--- config.mk ---
export PLATFORM = sky130hd
export DESIGN_NAME = fba_controller
export DESIGN_NICKNAME = d
export VERILOG_FILES = /design/src/fba_pkg.sv /design/src/fba_controller.sv
export SDC_FILE = /design/constraint.sdc
export NUM_CORES = 1
export LEC_CHECK = 0
export BUFFER_PORTS_ARGS = -buffer_cell sky130_fd_sc_hd__buf_4
export CORE_MARGIN = 2
export CORE_UTILIZATION = 55
export CTS_CLUSTER_DIAMETER = 40
export CTS_CLUSTER_SIZE = 12
export DETAILED_ROUTE_END_ITERATION = 8
export GPL_TIMING_DRIVEN = 0
export PLACE_DENSITY = 0.83
export SETUP_SLACK_MARGIN = 0.4
export SLEW_MARGIN = 20
export SYNTH_ARGS = -nofsm -noshare
export SYNTH_HDL_FRONTEND = slang
export SYNTH_SLANG_ARGS = --single-unit
--- constraint.sdc ---
create_clock -name clk -period 2.6 [get_ports clk]
set_input_delay 0 -clock clk [delete_from_list [all_inputs] [get_ports clk]]
set_output_delay 0 -clock clk [all_outputs]
set_load 0.05 [all_outputs]
--- src/fba_pkg.sv ---
// Package of the flash block allocator: sizes, command codes, controller states,
// datapath operations and the status record. Used by every other file.
package fba_pkg;

    localparam int MAX_BLOCKS = 4096;
    localparam int FIELD_W    = 12;
    localparam int BLK_W      = $clog2(MAX_BLOCKS);
    localparam int CNT_W      = BLK_W + 1;
    localparam int WIDE_W     = 2 * FIELD_W + 1;
    localparam int ROW_BITS   = 64;
    localparam int ROW_W      = $clog2(ROW_BITS);
    localparam int ROWS       = MAX_BLOCKS / ROW_BITS;
    localparam int ROWIDX_W   = $clog2(ROWS);
    localparam int ZSL_W      = 4;
    localparam int BCNT_W     = 13;
    localparam int LOG_MAX    = 12;

    localparam logic [ZSL_W-1:0]  ZSL_RESET  = ZSL_W'(6);
    localparam logic [BCNT_W-1:0] BCNT_RESET = BCNT_W'(4096);

    localparam logic CFG_ZONE_SIZE_LOG = 1'b0;
    localparam logic CFG_BLOCK_COUNT   = 1'b1;

    typedef enum logic [1:0] {
        CMD_GET        = 2'd0,
        CMD_PUT        = 2'd1,
        CMD_RESET_ZONE = 2'd2,
        CMD_RESET_ALL  = 2'd3
    } cmd_t;

    typedef enum logic [4:0] {
        S_IDLE, S_DECODE, S_RESULT,
        S_G_SELRD, S_G_SEL, S_G_RD, S_G_EVAL,
        S_PR_RD, S_PR_EVAL, S_GR_RD, S_GR_WR,
        S_P_SELRD, S_P_SEL, S_P_RD, S_P_WR,
        S_Z_RD, S_Z_WR, S_Z_SRD, S_Z_SWR,
        S_A_CLR
    } state_t;

    typedef enum logic [3:0] {
        OP_NOP, OP_LOAD, OP_SEL_RD, OP_SEL_LATCH, OP_MAP_RD, OP_SCAN_NEXT,
        OP_FIRST_HIT, OP_FLIP, OP_PREF_HIT, OP_GRANT_RD, OP_GRANT_WR,
        OP_PUT_WR, OP_Z_RD, OP_Z_WR, OP_ZS_WR, OP_CLR_ALL
    } dp_op_t;

    // Result-producing op for commands that report nothing: an alias of OP_NOP.
    localparam dp_op_t OP_RES_ZERO = OP_NOP;

    typedef struct packed {
        cmd_t cmd;
        logic empty;
        logic oob;
        logic zoff_ok;
        logic hit;
        logic hit_pref;
        logic f_ok;
        logic last;
        logic len_one;
        logic second;
        logic zrow_last;
        logic res_free;
    } dp_stat_t;

    typedef struct packed {
        dp_op_t op;
        logic   res_zero;
    } dp_ctl_t;

    typedef struct packed {
        logic [ROW_BITS-1:0] dirty;
        logic [ROW_BITS-1:0] used_b;
        logic [ROW_BITS-1:0] used_a;
    } map_row_t;

endpackage

--- src/fba_controller.sv ---
// Controller state machine of the flash block allocator: sequences scans and map updates.
// Depends on fba_pkg; drives fba_datapath through its op code.
module fba_controller (
    input  logic               clk,
    input  logic               rst_n,
    input  logic               in_valid,
    output logic               in_ready,
    input  fba_pkg::dp_stat_t  stat,
    output fba_pkg::dp_ctl_t   ctl
);
    import fba_pkg::*;

    state_t state_reg, state_next;

    always_ff @(posedge clk or negedge rst_n)
    begin
        if (!rst_n)
        begin
            state_reg <= S_IDLE;
        end
        else
        begin
            state_reg <= state_next;
        end
    end

    always_comb
    begin
        state_next   = state_reg;
        ctl.op       = OP_NOP;
        ctl.res_zero = 1'b0;
        in_ready     = 1'b0;
        unique case (state_reg)
            S_IDLE:
            begin
                in_ready = 1'b1;
                if (in_valid)
                begin
                    ctl.op     = OP_LOAD;
                    state_next = S_DECODE;
                end
            end
            S_DECODE:
            begin
                unique case (stat.cmd)
                    CMD_GET:        state_next = stat.empty ? S_RESULT : S_G_SELRD;
                    CMD_PUT:        state_next = stat.oob ? S_RESULT : S_P_SELRD;
                    CMD_RESET_ZONE: state_next = stat.zoff_ok ? S_Z_RD : S_Z_SRD;
                    CMD_RESET_ALL:  state_next = S_A_CLR;
                    default:        state_next = S_RESULT;
                endcase
            end
            S_RESULT:
            begin
                if (stat.res_free)
                begin
                    ctl.op       = OP_RES_ZERO;
                    ctl.res_zero = 1'b1;
                    state_next   = S_IDLE;
                end
            end
            S_G_SELRD:
            begin
                ctl.op     = OP_SEL_RD;
                state_next = S_G_SEL;
            end
            S_G_SEL:
            begin
                ctl.op     = OP_SEL_LATCH;
                state_next = S_G_RD;
            end
            S_G_RD:
            begin
                ctl.op     = OP_MAP_RD;
                state_next = S_G_EVAL;
            end
            S_G_EVAL:
            begin
                priority if (stat.hit)
                begin
                    ctl.op     = OP_FIRST_HIT;
                    state_next = (stat.f_ok || stat.len_one) ? S_GR_RD : S_PR_RD;
                end
                else if (stat.last && stat.second)
                begin
                    state_next = S_RESULT;
                end
                else if (stat.last)
                begin
                    ctl.op     = OP_FLIP;
                    state_next = S_G_RD;
                end
                else
                begin
                    ctl.op     = OP_SCAN_NEXT;
                    state_next = S_G_RD;
                end
            end
            S_PR_RD:
            begin
                ctl.op     = OP_MAP_RD;
                state_next = S_PR_EVAL;
            end
            S_PR_EVAL:
            begin
                priority if (stat.hit_pref)
                begin
                    ctl.op     = OP_PREF_HIT;
                    state_next = S_GR_RD;
                end
                else if (stat.last)
                begin
                    state_next = S_GR_RD;
                end
                else
                begin
                    ctl.op     = OP_SCAN_NEXT;
                    state_next = S_PR_RD;
                end
            end
            S_GR_RD:
            begin
                ctl.op     = OP_GRANT_RD;
                state_next = S_GR_WR;
            end
            S_GR_WR:
            begin
                if (stat.res_free)
                begin
                    ctl.op     = OP_GRANT_WR;
                    state_next = S_IDLE;
                end
            end
            S_P_SELRD:
            begin
                ctl.op     = OP_SEL_RD;
                state_next = S_P_SEL;
            end
            S_P_SEL:
            begin
                ctl.op     = OP_SEL_LATCH;
                state_next = S_P_RD;
            end
            S_P_RD:
            begin
                ctl.op     = OP_MAP_RD;
                state_next = S_P_WR;
            end
            S_P_WR:
            begin
                if (stat.res_free)
                begin
                    ctl.op     = OP_PUT_WR;
                    state_next = S_IDLE;
                end
            end
            S_Z_RD:
            begin
                ctl.op     = OP_Z_RD;
                state_next = S_Z_WR;
            end
            S_Z_WR:
            begin
                ctl.op     = OP_Z_WR;
                state_next = stat.zrow_last ? S_Z_SRD : S_Z_RD;
            end
            S_Z_SRD:
            begin
                ctl.op     = OP_SEL_RD;
                state_next = S_Z_SWR;
            end
            S_Z_SWR:
            begin
                if (stat.res_free)
                begin
                    ctl.op     = OP_ZS_WR;
                    state_next = S_IDLE;
                end
            end
            S_A_CLR:
            begin
                if (stat.res_free)
                begin
                    ctl.op     = OP_CLR_ALL;
                    state_next = S_IDLE;
                end
            end
            default: state_next = S_IDLE;
        endcase
    end

endmodule

==> impl_metrics.yaml <==
pwr:
  p_total_uw: 1310
  vdd_drop_max_v: 0.000991
  leakagePower_uw: 0.000451
  power.density_nw_per_um2: 1250
layout:
  diodes: 0
  seq_area_sq_um: 125
  area_growth_pct: 28.2
  largest_register_ff_count: 5
  fill_cells: 108
  drive_gt1_frac: 0.274
  layout.nets: 163
  multi_input_area_sq_um: 631
timing:
  slew-limit-headroom: 0.618
  final_hold_viol_count: 0
  worst_pin_slew_ns: 0.571
  fmax_ghz: 0.495
  finalSetupTns_ns: 0
  fin_crit_ns: 2.02
  fin_crit_sh: 0.777
  rsz0062_at_grt: "false"
  slew_violations: 0
  skew_ns: 0.00823
  setup_viol: 0
yosys:
  synth.area.top_cells: "dfrtp_1 15%, o21ai_0 6.1%, nor2_1 5.9%"
  ys_seq_elements: 5
  yosys_warnings: 0
  synth_area_sq_um: 822
  synth-edff-count: 0
  yosysTopAreaCell: "dfrtp_1"
  yosysSeqAreaShare: 0.152
  synth.top_cell.area_share: 0.152
  synth_area_per_cell_sq_um: 6.85
  ys.flop_type: "dfrtp_1"
  synthCells: 120
  ys_types: 44
  synth_nets: 136
  yosysMostFrequentCell: "nor2_1"
  async_reset_ff_frac: 1.00
  synth_top_cells_by_count: "13 x nor2_1, 12 x nand2_1, 10 x o21ai_0"
detailed_routing:
  routed_wl_um: 2610
  drtAntennaViolNets: 0
  drtIter0Drc: 61
  wire_per_inst_um: 16.2
  drc: 0
  via_per_inst: 6.73
  vias: 1084
  first_pass_iters: 4
global_routing:
  grt_antenna_before_repair: 0
  grt_pass1_vias: 913
  grt_max_degree: 11
  grt_use_met2: 0.421
  grtUsageMet3: 0.0553
  grt.busiest_layer: "met2"
  grt_pass1_wl_um: 4060
  met1_usage: 0.409
  grt_util_all_layers: 0.291
  grt_overflow: 0
clock_network:
  cts_tree: "yes"
  cts.root.buffer_cell: "clkbuf_4"
  cts_made_buffers: 3
  cts.htree.levels: 1
  cts_setup_buffers: 0
  cts.path.max_buffers: 2
  clkSlewWorstSetupHoldPaths_ns: 0.04
  clock_latency_ns: 0.25
  cts_num_sinks: 5
hold_path:
  whs_endpoint: "state_reg[4]$_DFFE_PN0P_"
  hold_class: "in2reg"
  hold_depth: 3
  min_from: "stat[12]"
worst_setup_path:
  rr_worst_depth: 5
  crit_path_start: "state_reg[1]$_DFFE_PN0P_"
  end_kind: "output port"
  worstPathRequired_ns: 2.60
  rr_startpoint: "state_reg[2]$_DFFE_PN0P_"
  r2r_slack_ns: 0.88
  arrival_ns: 2.02
  crit_fanout: 10
  r2r_end: "state_reg[0]$_DFFE_PN0P_"
  crit_chain: "buf_2 > buf_2 > nor2_1 > o21ai_0 > o21ai_0 > a221o_1 > buf_4"
  max_stage_delay_ns: 0.36
  cpMaxStageDelayCell: "dfrtp_1"
  worstSetupStartpointType: "flip-flop"
  criticalPathCategory: "reg2out"
placement:
  port_buffers: 21
  gp_congestion: 0.977
  hpwl_um: 1900
floorplanning:
  die_y_um: 42.7
  rows: 13
  die_w_um: 42.7
  design.die.area_sq_um: 1820
  start_util: 0.609
  core_sq_um: 1350
  num_io_pins: 22
flow_run:
  maxCapViolCount: 0
outcome:
  outcome: "finished, final reports clean"
==> critical path, delay by kind of cell (launching register included) <==
family | cells | cell delay [ns]
flops | 1 | 0.36
buf+inv | 3 | 0.66
simple gates | 1 | 0.11
compound gates | 3 | 0.64
==> logic make-up after synthesis <==
family	count (synthesis)	share of synthesized area
compound gates	34	0.291
buf+inv	16	0.103
flops	5	0.152
mux	1	0.0122
simple gates	64	0.441
==> power breakdown <==
part | internal (uW) | leakage, uW | switching [uW]
registers | 113 | 0.0000648 | 17.9
logic | 391 | 0.000372 | 699
clock network | 58.2 | 0.0000150 | 34.2
total | 562 | 0.000451 | 751
==> through the flow <==
step                       util  hold WS [ns]  instances  setup WS (ns)  area [sq um]
after floorplan               -        -0.296        120          0.711           828
after global placement    0.744        -0.199        156          0.730          1000
after detailed placement  0.744        -0.194        156          0.704          1000
after CTS                 0.771        0.0323        161          0.454          1040
after global routing      0.780        0.0451        161          0.449          1050
final                     0.780        0.0389        161          0.579          1050
==> worst max path at each step <==
stage / endpoint / slack, ns / cells after the start
2_1_floorplan: ctl[2] / 0.71 / 6
3_3_place_gp: ctl[1] / 0.73 / 5
3_5_place_dp: ctl[1] / 0.70 / 5
4_1_cts: ctl[1] / 0.45 / 5
5_1_grt: ctl[1] / 0.45 / 6
6_report: ctl[4] / 0.58 / 7
==> final cells by class <==
type / instances / share of cell area
buffer: 10 / 0.0594
clock buffer: 4 / 0.0249
inverter: 6 / 0.0214
multi-input combinational: 99 / 0.599
sequential: 5 / 0.119
tap: 15 / 0.0178
timing repair buffer: 22 / 0.159
==> metal layers <==
layer / wire length, um / share of wire / vias up
met3: 303 / 0.12 / 9
met4: 61 / 0.023 / 0
met2: 1130 / 0.43 / 87
met1: 1110 / 0.43 / 488
li1: - / - / 500
met5: 0 / 0 / -
==> cell usage in the layout, fill, tap and decap left out, types with 3 or more instances in the layout <==
cell type and instances:
nor2_1 13, a32oi_1 3, nand2_1 12, a21oi_1 6, buf_4 22, dfrtp_1 5, nand2b_1 6, o21ai_0 10
nor2b_1 5, nor3_1 5, inv_1 6, nand4_1 3, clkbuf_1 3, buf_2 5, clkbuf_4 3
==> repair_timing <==
| item | 4_1_cts | 5_1_grt |
|---|---|---|
| hold buffers | 1 | 0 |
| setup endpoints to repair | 0 | 3 |
| gates resized for setup | 0 | 3 |
| endpoints found under the hold margin | 5 | 0 |
Power figures use the tool's default switching activity.
